[src/rtl/qpf_pkg.sv]
// Shared types, constants and tap table of the quarter-pel four-tap luma filter.
package qpf_pkg;

	localparam int MAX_WIDTH_DEF  = 64;
	localparam int SAMPLE_W       = 8;
	localparam int WIN_W          = 3 * SAMPLE_W;
	localparam int ROW_CNT_W      = 8;
	localparam int CFG_IDX_W      = 3;
	localparam int CFG_DATA_W     = 7;
	localparam int SUM_W          = 16;
	localparam int TAP_W          = 7;
	localparam int ROUND_OFS      = 16;
	localparam int OUT_SHIFT      = 5;
	localparam int OUT_FIFO_DEPTH = 8;

	// Register indexes of the configuration port.
	localparam logic [CFG_IDX_W-1:0] REG_DIRECTION    = 3'd0;
	localparam logic [CFG_IDX_W-1:0] REG_FRAC_POS     = 3'd1;
	localparam logic [CFG_IDX_W-1:0] REG_BLOCK_WIDTH  = 3'd2;
	localparam logic [CFG_IDX_W-1:0] REG_BLOCK_HEIGHT = 3'd3;

	localparam logic       RST_DIRECTION    = 1'b0;
	localparam logic [1:0] RST_FRAC_POS     = 2'd2;
	localparam logic [6:0] RST_BLOCK_WIDTH  = 7'd8;
	localparam logic [6:0] RST_BLOCK_HEIGHT = 7'd8;

	// One request as it leaves the counter logic.
	typedef struct packed {
		logic [SAMPLE_W-1:0] sample;
		logic                emit;
		logic                last;
		logic                vert;
		logic [WIN_W-1:0]    row_win;
	} item_t;

	// Four filter operands and flags, oldest sample in a.
	typedef struct packed {
		logic                valid;
		logic [SAMPLE_W-1:0] a;
		logic [SAMPLE_W-1:0] b;
		logic [SAMPLE_W-1:0] c;
		logic [SAMPLE_W-1:0] d;
		logic                emit;
		logic                last;
	} tap_in_t;

	// Tap k of the set chosen by the fractional position; position zero is a plain copy.
	function automatic logic signed [TAP_W-1:0] tap_coef(input logic [1:0] frac,
		input logic [1:0] k);
		logic signed [TAP_W-1:0] t;
		t = '0;
		case ({frac, k})
			4'b00_01: t = 7'sd32;
			4'b01_00: t = -7'sd1;
			4'b01_01: t = 7'sd25;
			4'b01_10: t = 7'sd9;
			4'b01_11: t = -7'sd1;
			4'b10_00: t = -7'sd2;
			4'b10_01: t = 7'sd18;
			4'b10_10: t = 7'sd18;
			4'b10_11: t = -7'sd2;
			4'b11_00: t = -7'sd1;
			4'b11_01: t = 7'sd9;
			4'b11_10: t = 7'sd25;
			4'b11_11: t = -7'sd1;
			default:  t = '0;
		endcase
		return t;
	endfunction

endpackage

[src/rtl/qpf_ctrl.sv]
// Configuration registers, row and column counters and the horizontal sample window.
module qpf_ctrl import qpf_pkg::*; #(
	parameter int MAX_WIDTH = MAX_WIDTH_DEF
) (
	input  logic                          clk,
	input  logic                          arst_n,
	input  logic                          cfg_valid,
	output logic                          cfg_ready,
	input  logic [CFG_IDX_W-1:0]          cfg_index,
	input  logic [CFG_DATA_W-1:0]         cfg_data,
	input  logic                          in_valid,
	input  logic                          in_stall,
	input  logic [SAMPLE_W-1:0]           ref_sample,
	output logic                          acc,
	output item_t                         item,
	output logic [$clog2(MAX_WIDTH)-1:0]  col,
	output logic [1:0]                    frac_pos
);

	localparam int AW = $clog2(MAX_WIDTH);
	localparam int CW = $clog2(MAX_WIDTH + 4);

	logic                 dir_q;
	logic [1:0]           frac_q;
	logic [6:0]           bw_q;
	logic [6:0]           bh_q;
	logic [CW-1:0]        col_cnt_q;
	logic [ROW_CNT_W-1:0] row_cnt_q;
	logic [WIN_W-1:0]     row_win_q;

	logic [CW-1:0]        w_eff;
	logic [ROW_CNT_W-1:0] h_eff;
	logic [CW-1:0]        col_nxt;
	logic [ROW_CNT_W-1:0] row_nxt;
	logic                 emit;
	logic                 row_end;
	logic                 blk_end;
	logic                 cfg_hit;

	assign cfg_ready = 1'b1;
	assign cfg_hit   = cfg_valid && (cfg_index <= REG_BLOCK_HEIGHT);
	assign acc       = in_valid && !in_stall;
	assign frac_pos  = frac_q;

	always_comb begin
		if (bw_q == '0) begin
			w_eff = CW'(1);
		end else if (ROW_CNT_W'(bw_q) > ROW_CNT_W'(MAX_WIDTH)) begin
			w_eff = CW'(MAX_WIDTH);
		end else begin
			w_eff = CW'(bw_q);
		end
		h_eff = (bh_q == '0) ? ROW_CNT_W'(1) : ROW_CNT_W'(bh_q);
	end

	assign col_nxt = col_cnt_q + CW'(1);
	assign row_nxt = row_cnt_q + ROW_CNT_W'(1);

	always_comb begin
		if (dir_q) begin
			emit    = row_cnt_q >= ROW_CNT_W'(3);
			row_end = col_nxt >= w_eff;
			blk_end = row_end && (row_nxt >= h_eff + ROW_CNT_W'(3));
		end else begin
			emit    = col_cnt_q >= CW'(3);
			row_end = col_nxt >= w_eff + CW'(3);
			blk_end = row_end && (row_nxt >= h_eff);
		end
	end

	assign item.sample  = ref_sample;
	assign item.emit    = emit;
	assign item.last    = emit && blk_end;
	assign item.vert    = dir_q;
	assign item.row_win = row_win_q;
	// In vertical mode the count stays below the width, so its low bits are the column.
	assign col          = col_cnt_q[AW-1:0];

	always_ff @(posedge clk or negedge arst_n) begin
		if (!arst_n) begin
			dir_q     <= RST_DIRECTION;
			frac_q    <= RST_FRAC_POS;
			bw_q      <= RST_BLOCK_WIDTH;
			bh_q      <= RST_BLOCK_HEIGHT;
			col_cnt_q <= '0;
			row_cnt_q <= '0;
			row_win_q <= '0;
		end else if (cfg_hit) begin
			case (cfg_index)
				REG_DIRECTION:    dir_q  <= cfg_data[0];
				REG_FRAC_POS:     frac_q <= cfg_data[1:0];
				REG_BLOCK_WIDTH:  bw_q   <= cfg_data[6:0];
				REG_BLOCK_HEIGHT: bh_q   <= cfg_data[6:0];
				default:          dir_q  <= dir_q;
			endcase
			col_cnt_q <= '0;
			row_cnt_q <= '0;
			row_win_q <= '0;
		end else if (acc) begin
			if (!dir_q) begin
				row_win_q <= row_end ? '0 : {row_win_q[2*SAMPLE_W-1:0], ref_sample};
			end
			if (row_end) begin
				col_cnt_q <= '0;
				row_cnt_q <= blk_end ? '0 : row_nxt;
			end else begin
				col_cnt_q <= col_nxt;
			end
		end
	end

	a_col_in_row: assert property (@(posedge clk) disable iff (!arst_n)
		col_cnt_q < w_eff + CW'(3))
		else $error("column count ran past the row");

	a_vert_col: assert property (@(posedge clk) disable iff (!arst_n)
		dir_q |-> col_cnt_q < w_eff)
		else $error("vertical column count ran past the width");

endmodule

[src/rtl/qpf_line_mem.sv]
// Line memory of the three previous rows per column, read-modify-write with forwarding.
module qpf_line_mem import qpf_pkg::*; #(
	parameter int MAX_WIDTH = MAX_WIDTH_DEF
) (
	input  logic                          clk,
	input  logic                          arst_n,
	input  logic                          acc,
	input  item_t                         item,
	input  logic [$clog2(MAX_WIDTH)-1:0]  col,
	output logic                          busy_s1,
	output tap_in_t                       tin_s2
);

	localparam int AW = $clog2(MAX_WIDTH);

	logic [WIN_W-1:0] mem [MAX_WIDTH];
	logic [WIN_W-1:0] rd_q;
	logic [WIN_W-1:0] wr_q;
	logic             v_s1;
	logic             fwd_s1;
	item_t            item_s1;
	logic [AW-1:0]    col_s1;
	logic [WIN_W-1:0] win_s1;
	logic [WIN_W-1:0] new_word;

	// A request right behind one on the same column would read the stale word.
	assign win_s1   = item_s1.vert ? (fwd_s1 ? wr_q : rd_q) : item_s1.row_win;
	assign new_word = {win_s1[2*SAMPLE_W-1:0], item_s1.sample};
	assign busy_s1  = v_s1;

	always_ff @(posedge clk) begin
		if (acc) begin
			rd_q <= mem[col];
		end
		if (v_s1 && item_s1.vert) begin
			mem[col_s1] <= new_word;
		end
	end

	always_ff @(posedge clk) begin
		if (acc) begin
			item_s1 <= item;
			col_s1  <= col;
		end
		if (v_s1) begin
			wr_q <= new_word;
		end
	end

	always_ff @(posedge clk or negedge arst_n) begin
		if (!arst_n) begin
			v_s1   <= 1'b0;
			fwd_s1 <= 1'b0;
			tin_s2 <= '0;
		end else begin
			v_s1         <= acc;
			fwd_s1       <= acc && v_s1 && item_s1.vert && item.vert && (col == col_s1);
			tin_s2.valid <= v_s1;
			tin_s2.a     <= win_s1[3*SAMPLE_W-1:2*SAMPLE_W];
			tin_s2.b     <= win_s1[2*SAMPLE_W-1:SAMPLE_W];
			tin_s2.c     <= win_s1[SAMPLE_W-1:0];
			tin_s2.d     <= item_s1.sample;
			tin_s2.emit  <= item_s1.emit;
			tin_s2.last  <= item_s1.last;
		end
	end

	a_fwd_same_col: assert property (@(posedge clk) disable iff (!arst_n)
		fwd_s1 |-> v_s1 && $past(v_s1) && (col_s1 == $past(col_s1)))
		else $error("forwarding taken without a write to the same column");

endmodule

[src/rtl/qpf_filter.sv]
// Four-tap weighted sum, rounding shift and clamp to eight bits.
module qpf_filter import qpf_pkg::*; (
	input  logic                clk,
	input  logic                arst_n,
	input  tap_in_t             tin_s2,
	input  logic [1:0]          frac_pos,
	output logic                busy_s3,
	output logic                push,
	output logic [SAMPLE_W-1:0] px,
	output logic                px_last
);

	logic signed [SUM_W-1:0] p0;
	logic signed [SUM_W-1:0] p1;
	logic signed [SUM_W-1:0] p2;
	logic signed [SUM_W-1:0] p3;
	logic signed [SUM_W-1:0] sum_s3;
	logic signed [SUM_W-1:0] shifted;
	logic                    v_s3;
	logic                    emit_s3;
	logic                    last_s3;

	assign p0 = SUM_W'(tap_coef(frac_pos, 2'd0)) * $signed(SUM_W'(tin_s2.a));
	assign p1 = SUM_W'(tap_coef(frac_pos, 2'd1)) * $signed(SUM_W'(tin_s2.b));
	assign p2 = SUM_W'(tap_coef(frac_pos, 2'd2)) * $signed(SUM_W'(tin_s2.c));
	assign p3 = SUM_W'(tap_coef(frac_pos, 2'd3)) * $signed(SUM_W'(tin_s2.d));

	always_ff @(posedge clk) begin
		sum_s3  <= p0 + p1 + p2 + p3 + SUM_W'(ROUND_OFS);
		emit_s3 <= tin_s2.emit;
		last_s3 <= tin_s2.last;
	end

	always_ff @(posedge clk or negedge arst_n) begin
		if (!arst_n) begin
			v_s3 <= 1'b0;
		end else begin
			v_s3 <= tin_s2.valid;
		end
	end

	assign shifted = sum_s3 >>> OUT_SHIFT;

	always_comb begin
		if (sum_s3[SUM_W-1]) begin
			px = '0;
		end else if (shifted[SUM_W-1:SAMPLE_W] != '0) begin
			px = '1;
		end else begin
			px = shifted[SAMPLE_W-1:0];
		end
	end

	assign push    = v_s3 && emit_s3;
	assign px_last = last_s3;
	assign busy_s3 = v_s3;

endmodule

[src/rtl/qpf_out_fifo.sv]
// Output queue that keeps the filter pipeline running while the consumer stalls.
module qpf_out_fifo import qpf_pkg::*; #(
	parameter int DEPTH = OUT_FIFO_DEPTH
) (
	input  logic                       clk,
	input  logic                       arst_n,
	input  logic                       push,
	input  logic [SAMPLE_W-1:0]        px,
	input  logic                       px_last,
	output logic                       out_valid,
	input  logic                       out_stall,
	output logic [SAMPLE_W-1:0]        out_pixel,
	output logic                       last_of_block,
	output logic [$clog2(DEPTH+1)-1:0] count
);

	localparam int PW = $clog2(DEPTH);
	localparam int NW = $clog2(DEPTH + 1);

	logic [SAMPLE_W:0] buf_q [DEPTH];
	logic [PW-1:0]     wr_ptr_q;
	logic [PW-1:0]     rd_ptr_q;
	logic [NW-1:0]     cnt_q;
	logic              pop;

	assign out_valid     = cnt_q != '0;
	assign pop           = out_valid && !out_stall;
	assign out_pixel     = buf_q[rd_ptr_q][SAMPLE_W:1];
	assign last_of_block = buf_q[rd_ptr_q][0];
	assign count         = cnt_q;

	always_ff @(posedge clk) begin
		if (push) begin
			buf_q[wr_ptr_q] <= {px, px_last};
		end
	end

	always_ff @(posedge clk or negedge arst_n) begin
		if (!arst_n) begin
			wr_ptr_q <= '0;
			rd_ptr_q <= '0;
			cnt_q    <= '0;
		end else begin
			if (push) begin
				wr_ptr_q <= (wr_ptr_q == PW'(DEPTH - 1)) ? '0 : wr_ptr_q + PW'(1);
			end
			if (pop) begin
				rd_ptr_q <= (rd_ptr_q == PW'(DEPTH - 1)) ? '0 : rd_ptr_q + PW'(1);
			end
			cnt_q <= cnt_q + NW'(push) - NW'(pop);
		end
	end

	a_no_overflow: assert property (@(posedge clk) disable iff (!arst_n)
		push |-> cnt_q != NW'(DEPTH))
		else $error("result pushed into a full output queue");

endmodule

[src/rtl/quarter_pel_four_tap_luma_filter.sv]
// Top level of the quarter-pel four-tap luma filter, horizontal or vertical.
// Path: a sample passes stage s1, the tin_s2 and s3 registers and the output queue.
// Throughput: one sample per cycle in both modes while in_stall is low; the line memory
// reads and writes at once and forwards a same-column write to the next request.
// Reset clears counters and the row window and loads register defaults; the line memory
// is not cleared, since every column is rewritten three times before it is read.
module quarter_pel_four_tap_luma_filter import qpf_pkg::*; #(
	parameter int MAX_WIDTH = MAX_WIDTH_DEF
) (
	input  logic                  clk,
	input  logic                  arst_n,
	input  logic                  cfg_valid,
	output logic                  cfg_ready,
	input  logic [CFG_IDX_W-1:0]  cfg_index,
	input  logic [CFG_DATA_W-1:0] cfg_data,
	input  logic                  in_valid,
	output logic                  in_stall,
	input  logic [SAMPLE_W-1:0]   ref_sample,
	output logic                  out_valid,
	input  logic                  out_stall,
	output logic [SAMPLE_W-1:0]   out_pixel,
	output logic                  last_of_block
);

	localparam int AW = $clog2(MAX_WIDTH);
	localparam int NW = $clog2(OUT_FIFO_DEPTH + 1);

	logic                acc;
	item_t               item;
	logic [AW-1:0]       col;
	logic [1:0]          frac_pos;
	logic                busy_s1;
	tap_in_t             tin_s2;
	logic                busy_s3;
	logic                push;
	logic [SAMPLE_W-1:0] px;
	logic                px_last;
	logic [NW-1:0]       fifo_cnt;
	logic [NW:0]         in_flight;

	// Every request in the pipeline holds a queue slot until it leaves.
	assign in_flight = (NW+1)'(fifo_cnt) + (NW+1)'(busy_s1) + (NW+1)'(tin_s2.valid)
		+ (NW+1)'(busy_s3);
	assign in_stall  = in_flight >= (NW+1)'(OUT_FIFO_DEPTH);

	qpf_ctrl #(
		.MAX_WIDTH(MAX_WIDTH)
	) u_ctrl (
		.clk        (clk),
		.arst_n     (arst_n),
		.cfg_valid  (cfg_valid),
		.cfg_ready  (cfg_ready),
		.cfg_index  (cfg_index),
		.cfg_data   (cfg_data),
		.in_valid   (in_valid),
		.in_stall   (in_stall),
		.ref_sample (ref_sample),
		.acc        (acc),
		.item       (item),
		.col        (col),
		.frac_pos   (frac_pos)
	);

	qpf_line_mem #(
		.MAX_WIDTH(MAX_WIDTH)
	) u_line_mem (
		.clk     (clk),
		.arst_n  (arst_n),
		.acc     (acc),
		.item    (item),
		.col     (col),
		.busy_s1 (busy_s1),
		.tin_s2  (tin_s2)
	);

	qpf_filter u_filter (
		.clk      (clk),
		.arst_n   (arst_n),
		.tin_s2   (tin_s2),
		.frac_pos (frac_pos),
		.busy_s3  (busy_s3),
		.push     (push),
		.px       (px),
		.px_last  (px_last)
	);

	qpf_out_fifo #(
		.DEPTH(OUT_FIFO_DEPTH)
	) u_out_fifo (
		.clk           (clk),
		.arst_n        (arst_n),
		.push          (push),
		.px            (px),
		.px_last       (px_last),
		.out_valid     (out_valid),
		.out_stall     (out_stall),
		.out_pixel     (out_pixel),
		.last_of_block (last_of_block),
		.count         (fifo_cnt)
	);

endmodule

[config.mk]
export PLATFORM = sky130hd
export DESIGN_NAME = quarter_pel_four_tap_luma_filter
export DESIGN_NICKNAME = d
export VERILOG_FILES = /design/src/rtl/qpf_pkg.sv /design/src/rtl/qpf_ctrl.sv /design/src/rtl/qpf_line_mem.sv /design/src/rtl/qpf_filter.sv /design/src/rtl/qpf_out_fifo.sv /design/src/rtl/quarter_pel_four_tap_luma_filter.sv
export SDC_FILE = /design/constraint.sdc
export NUM_CORES = 2
export LEC_CHECK = 0
export ABC_AREA = 1
export BUFFER_PORTS_ARGS = -buffer_cell sky130_fd_sc_hd__buf_2
export CORE_MARGIN = 3
export CORE_UTILIZATION = 40
export CTS_CLUSTER_SIZE = 12
export DETAILED_ROUTE_END_ITERATION = 8
export GPL_TIMING_DRIVEN = 0
export PLACE_DENSITY = 0.55
export SYNTH_ARGS = -nofsm -noshare
export SYNTH_HDL_FRONTEND = slang
export SYNTH_SLANG_ARGS = --single-unit
[constraint.sdc]
create_clock -name clk -period 17 [get_ports clk]
set_clock_uncertainty 0.05 [all_clocks]
set_input_delay 0.85 -clock clk [delete_from_list [all_inputs] [get_ports clk]]
set_output_delay 0.85 -clock clk [all_outputs]
set_load 0.02 [all_outputs]
==> impl_metrics.env <==
export IMPL_design_die_area_um2=202000
export IMPL_dr_total_vias=54390
export IMPL_maxSlewHeadroom_pct=10.9
export IMPL_ys_ff_latch=1814
export IMPL_first_iter_violations=7015
export IMPL_globalRoute_totalOverflow=0
export IMPL_post_dp_cell_area_um2=86000
export IMPL_crit_path_top_delay_cell="nor2_1"
export IMPL_final_area_um2=91700
export IMPL_path_max_fanout=10
export IMPL_tns_setup_ns=0
export IMPL_critical_path_arrival_ns=10.47
export IMPL_setup_viol=0
export IMPL_globalplace_congestion=0.994
export IMPL_final_cell_mix="edfxtp_1, nor2_1, nand2_1, o21ai_0, inv_1"
export IMPL_cts_root_buffer="clkbuf_16"
export IMPL_post_dp_hpwl_um=197000
export IMPL_detail_route_antenna_nets=0
export IMPL_rsz_0062_raised_after_global_routing="no"
export IMPL_placementRows=162
export IMPL_post_route_period_util_pct=57.8
export IMPL_routed_wire_length_per_instance_um=28.9
export IMPL_slew_at_the_pin_closest_to_its_max_slew_limit_ns=1.34
export IMPL_path_clk_slew_ns=0.06
export IMPL_fillers=17518
export IMPL_layout_min_cycle_time_ns=9.83
export IMPL_cts_buffer_depth=3
export IMPL_die_height_um=450
export IMPL_critical_path_cell_count=35
export IMPL_asyncSetResetFlopFracSynth_pct=5.73
export IMPL_max_cap_viol_count=0
export IMPL_design_core_area_um2=195000
export IMPL_port_buffer_count=33
export IMPL_yosys_warnings=0
export IMPL_mostFrequentLayoutCell="edfxtp_1"
export IMPL_layout_drive_gt1_share_pct=9.38
export IMPL_synth_nets=6779
export IMPL_outcome="finished clean"
export IMPL_final_util_pct=47.0
export IMPL_critical_path_reg2reg_startpoint="u_ctrl.frac_pos[1]"
export IMPL_synth_cell_area_um2=78700
export IMPL_fmax_ghz=0.102
export IMPL_viasPerCell=5.68
export IMPL_grt_pass1_wl_um=388000
export IMPL_pin_count_of_the_biggest_net_entering_global_routing=68
export IMPL_synth_edf_count=1697
export IMPL_cts_sinks=1814
export IMPL_layout_nets=7142
export IMPL_endpoint_kind="flip-flop"
export IMPL_synthDistinctLibCells=46
export IMPL_crit_family="adder cells"
export IMPL_crit_path_start_kind="flip-flop"
export IMPL_postCtsSetupRepairBufs=0
export IMPL_synth_seq_area_share_pct=68.4
export IMPL_cts_tree="done"
export IMPL_ys_flop_type="edfxtp_1"
export IMPL_clk_insertion_delay_late_ns=0.84
export IMPL_startpoint="u_ctrl.frac_pos[1]"
export IMPL_worstReg2RegEnd="u_filter.sum_s3[15]"
export IMPL_dr_pass1_iters=6
export IMPL_yosys_area_top_type_share_pct=64.8
export IMPL_routed_wirelength_um=277000
export IMPL_synthDominantAreaCellType="edfxtp_1"
export IMPL_grt_pass1_vias=52193
export IMPL_path_class="reg2reg"
export IMPL_initial_utilization_pct=40.3
export IMPL_reg_to_reg_slack_setup_ns=7.17
export IMPL_die_width_um=450
export IMPL_avgSynthCellArea_um2=12.2
export IMPL_drt_drc_violations_left=0
export IMPL_global_route_usage_total_pct=26.9
export IMPL_worst_hold_path_type="in2reg"
export IMPL_htree_num_levels=4
export IMPL_max_stage_delay_ns=0.70
export IMPL_critical_path_n_buffers_inverters=10
export IMPL_synth_area_top_cells="edfxtp_1, nor2_1, o21ai_0"
export IMPL_worst_endpoint_required_ns=17.64
export IMPL_area_growth_synth_to_final_pct=16.5
export IMPL_report_final_hold_viol_count=0
export IMPL_tritoncts_num_buffers=188
export IMPL_syn_inst=6447
export IMPL_io_pin_count=35
export IMPL_crit_end="u_filter.sum_s3[15]"
export IMPL_timing_critical_path_mode_cell="inv_1"
export IMPL_slew_violations=0
export IMPL_antenna_found_initial=16
export IMPL_worst_r2r_cell_count=35
## routing by layer
metal	vias to the layer above	track usage, %	wire length (µm)
met3	610	6.55	28800
met2	2947	41.3	123000
met4	6	13.0	15000
met5	-	0	198
met1	27179	36.0	109000
li1	23648	-	-
## sequential cells by signal, summed over array words and instances (netlist names), 2 cells and up
register             count
u_line_mem.mem        1536
u_out_fifo.buf_q        72
u_line_mem.item_s1      35
u_line_mem.tin_s2       35
u_ctrl.row_win_q        24
u_line_mem.rd_q         24
u_line_mem.wr_q         24
u_filter.sum_s3         11
u_ctrl.row_cnt_q         8
u_ctrl.bh_q              7
u_ctrl.bw_q              7
u_ctrl.col_cnt_q         7
u_line_mem.col_s1        6
u_out_fifo.count         4
u_out_fifo.rd_ptr_q      3
u_out_fifo.wr_ptr_q      3
u_ctrl.frac_pos          2
## logic make-up (layout without fill, tap and decap cells)
group	after synthesis	after routing	share of synthesized area, %
AOI/OAI and AO/OA	1332	1332	9.51
xor gates and xnor gates	42	42	0.468
adders and majority gates	309	309	6.30
buffers and inverters	779	1282	4.27
DFF	1814	1814	68.4
other	1	6	0.00477
and+or+nand+nor	2170	2170	11.0
## cell usage after synthesis, types with 4 or more instances
cell type / n
buf_6: 25
dfxtp_1: 13
nor3_1: 19
dfrtp_1: 101
edfxtp_1: 1697
o221ai_1: 24
o21ai_1: 171
inv_1: 399
clkbuf_2: 23
a31oi_1: 37
o22ai_1: 232
clkbuf_1: 167
o21ai_0: 649
o211ai_1: 144
nor2_1: 1106
buf_4: 24
nand4_1: 18
xor2_1: 30
clkinv_1: 4
a21oi_1: 63
inv_2: 5
nand2_1: 687
xnor2_1: 12
fa_1: 145
a21o_1: 4
nand3_1: 326
buf_2: 80
ha_1: 164
buf_1: 50
## stage by stage
| step | hold slack (ns) | worst slack, ns | std cells |
|---|---|---|---|
| floorplan | 0.274 | 8.81 | 6447 |
| global placement | 0.276 | 7.23 | 9104 |
| detailed placement | 0.277 | 7.21 | 9243 |
| CTS | 0.0926 | 7.12 | 9574 |
| global route | 0.113 | 6.59 | 9576 |
| finish | 0.149 | 7.17 | 9579 |
## how the worst min path moves through the flow
stage	startpoint	endpoint	slack [ns]	cells past startpoint
detailed placement	u_line_mem.tin_s2[1]	u_filter.emit_s3	0.28	0
global route	ref_sample[3]	u_line_mem.item_s1[30]	0.11	1
floorplan	u_line_mem.tin_s2[1]	u_filter.emit_s3	0.27	0
global placement	u_line_mem.tin_s2[1]	u_filter.emit_s3	0.28	0
CTS	ref_sample[3]	u_line_mem.item_s1[30]	0.09	1
finish	ref_sample[4]	u_line_mem.item_s1[31]	0.15	1
## final cells by class
class                      instances  area, µm²  area share (%)
antenna                            5       12.5          0.0136
buffer                           371       1830            2.00
clock buffer                     261       5060            5.52
clock inverter                    69        572           0.624
inverter                         408       1530            1.67
multi-input combinational       3854      22200            24.2
sequential                      1814      53800            58.7
tap                             2624       3280            3.58
timing repair buffer             173       3350            3.65
## worst reg2reg max path, delay by kind of cell (launching register included)
family / cells / cell delay, ns
fa+ha+maj: 12 / 4.88
buf+inv: 10 / 1.50
compound gates: 6 / 1.37
simple gates: 6 / 1.15
flops: 1 / 0.57
xor+xnor: 1 / 0.14
## repair_timing
action | CTS | global route
resized for setup | 0 | 0
hold buffers | 1 | 0
endpoints found under the hold margin | 9 | 0
Power is not shown: default switching activity piles up to over one toggle a cycle in this logic, so the estimate is an artifact.
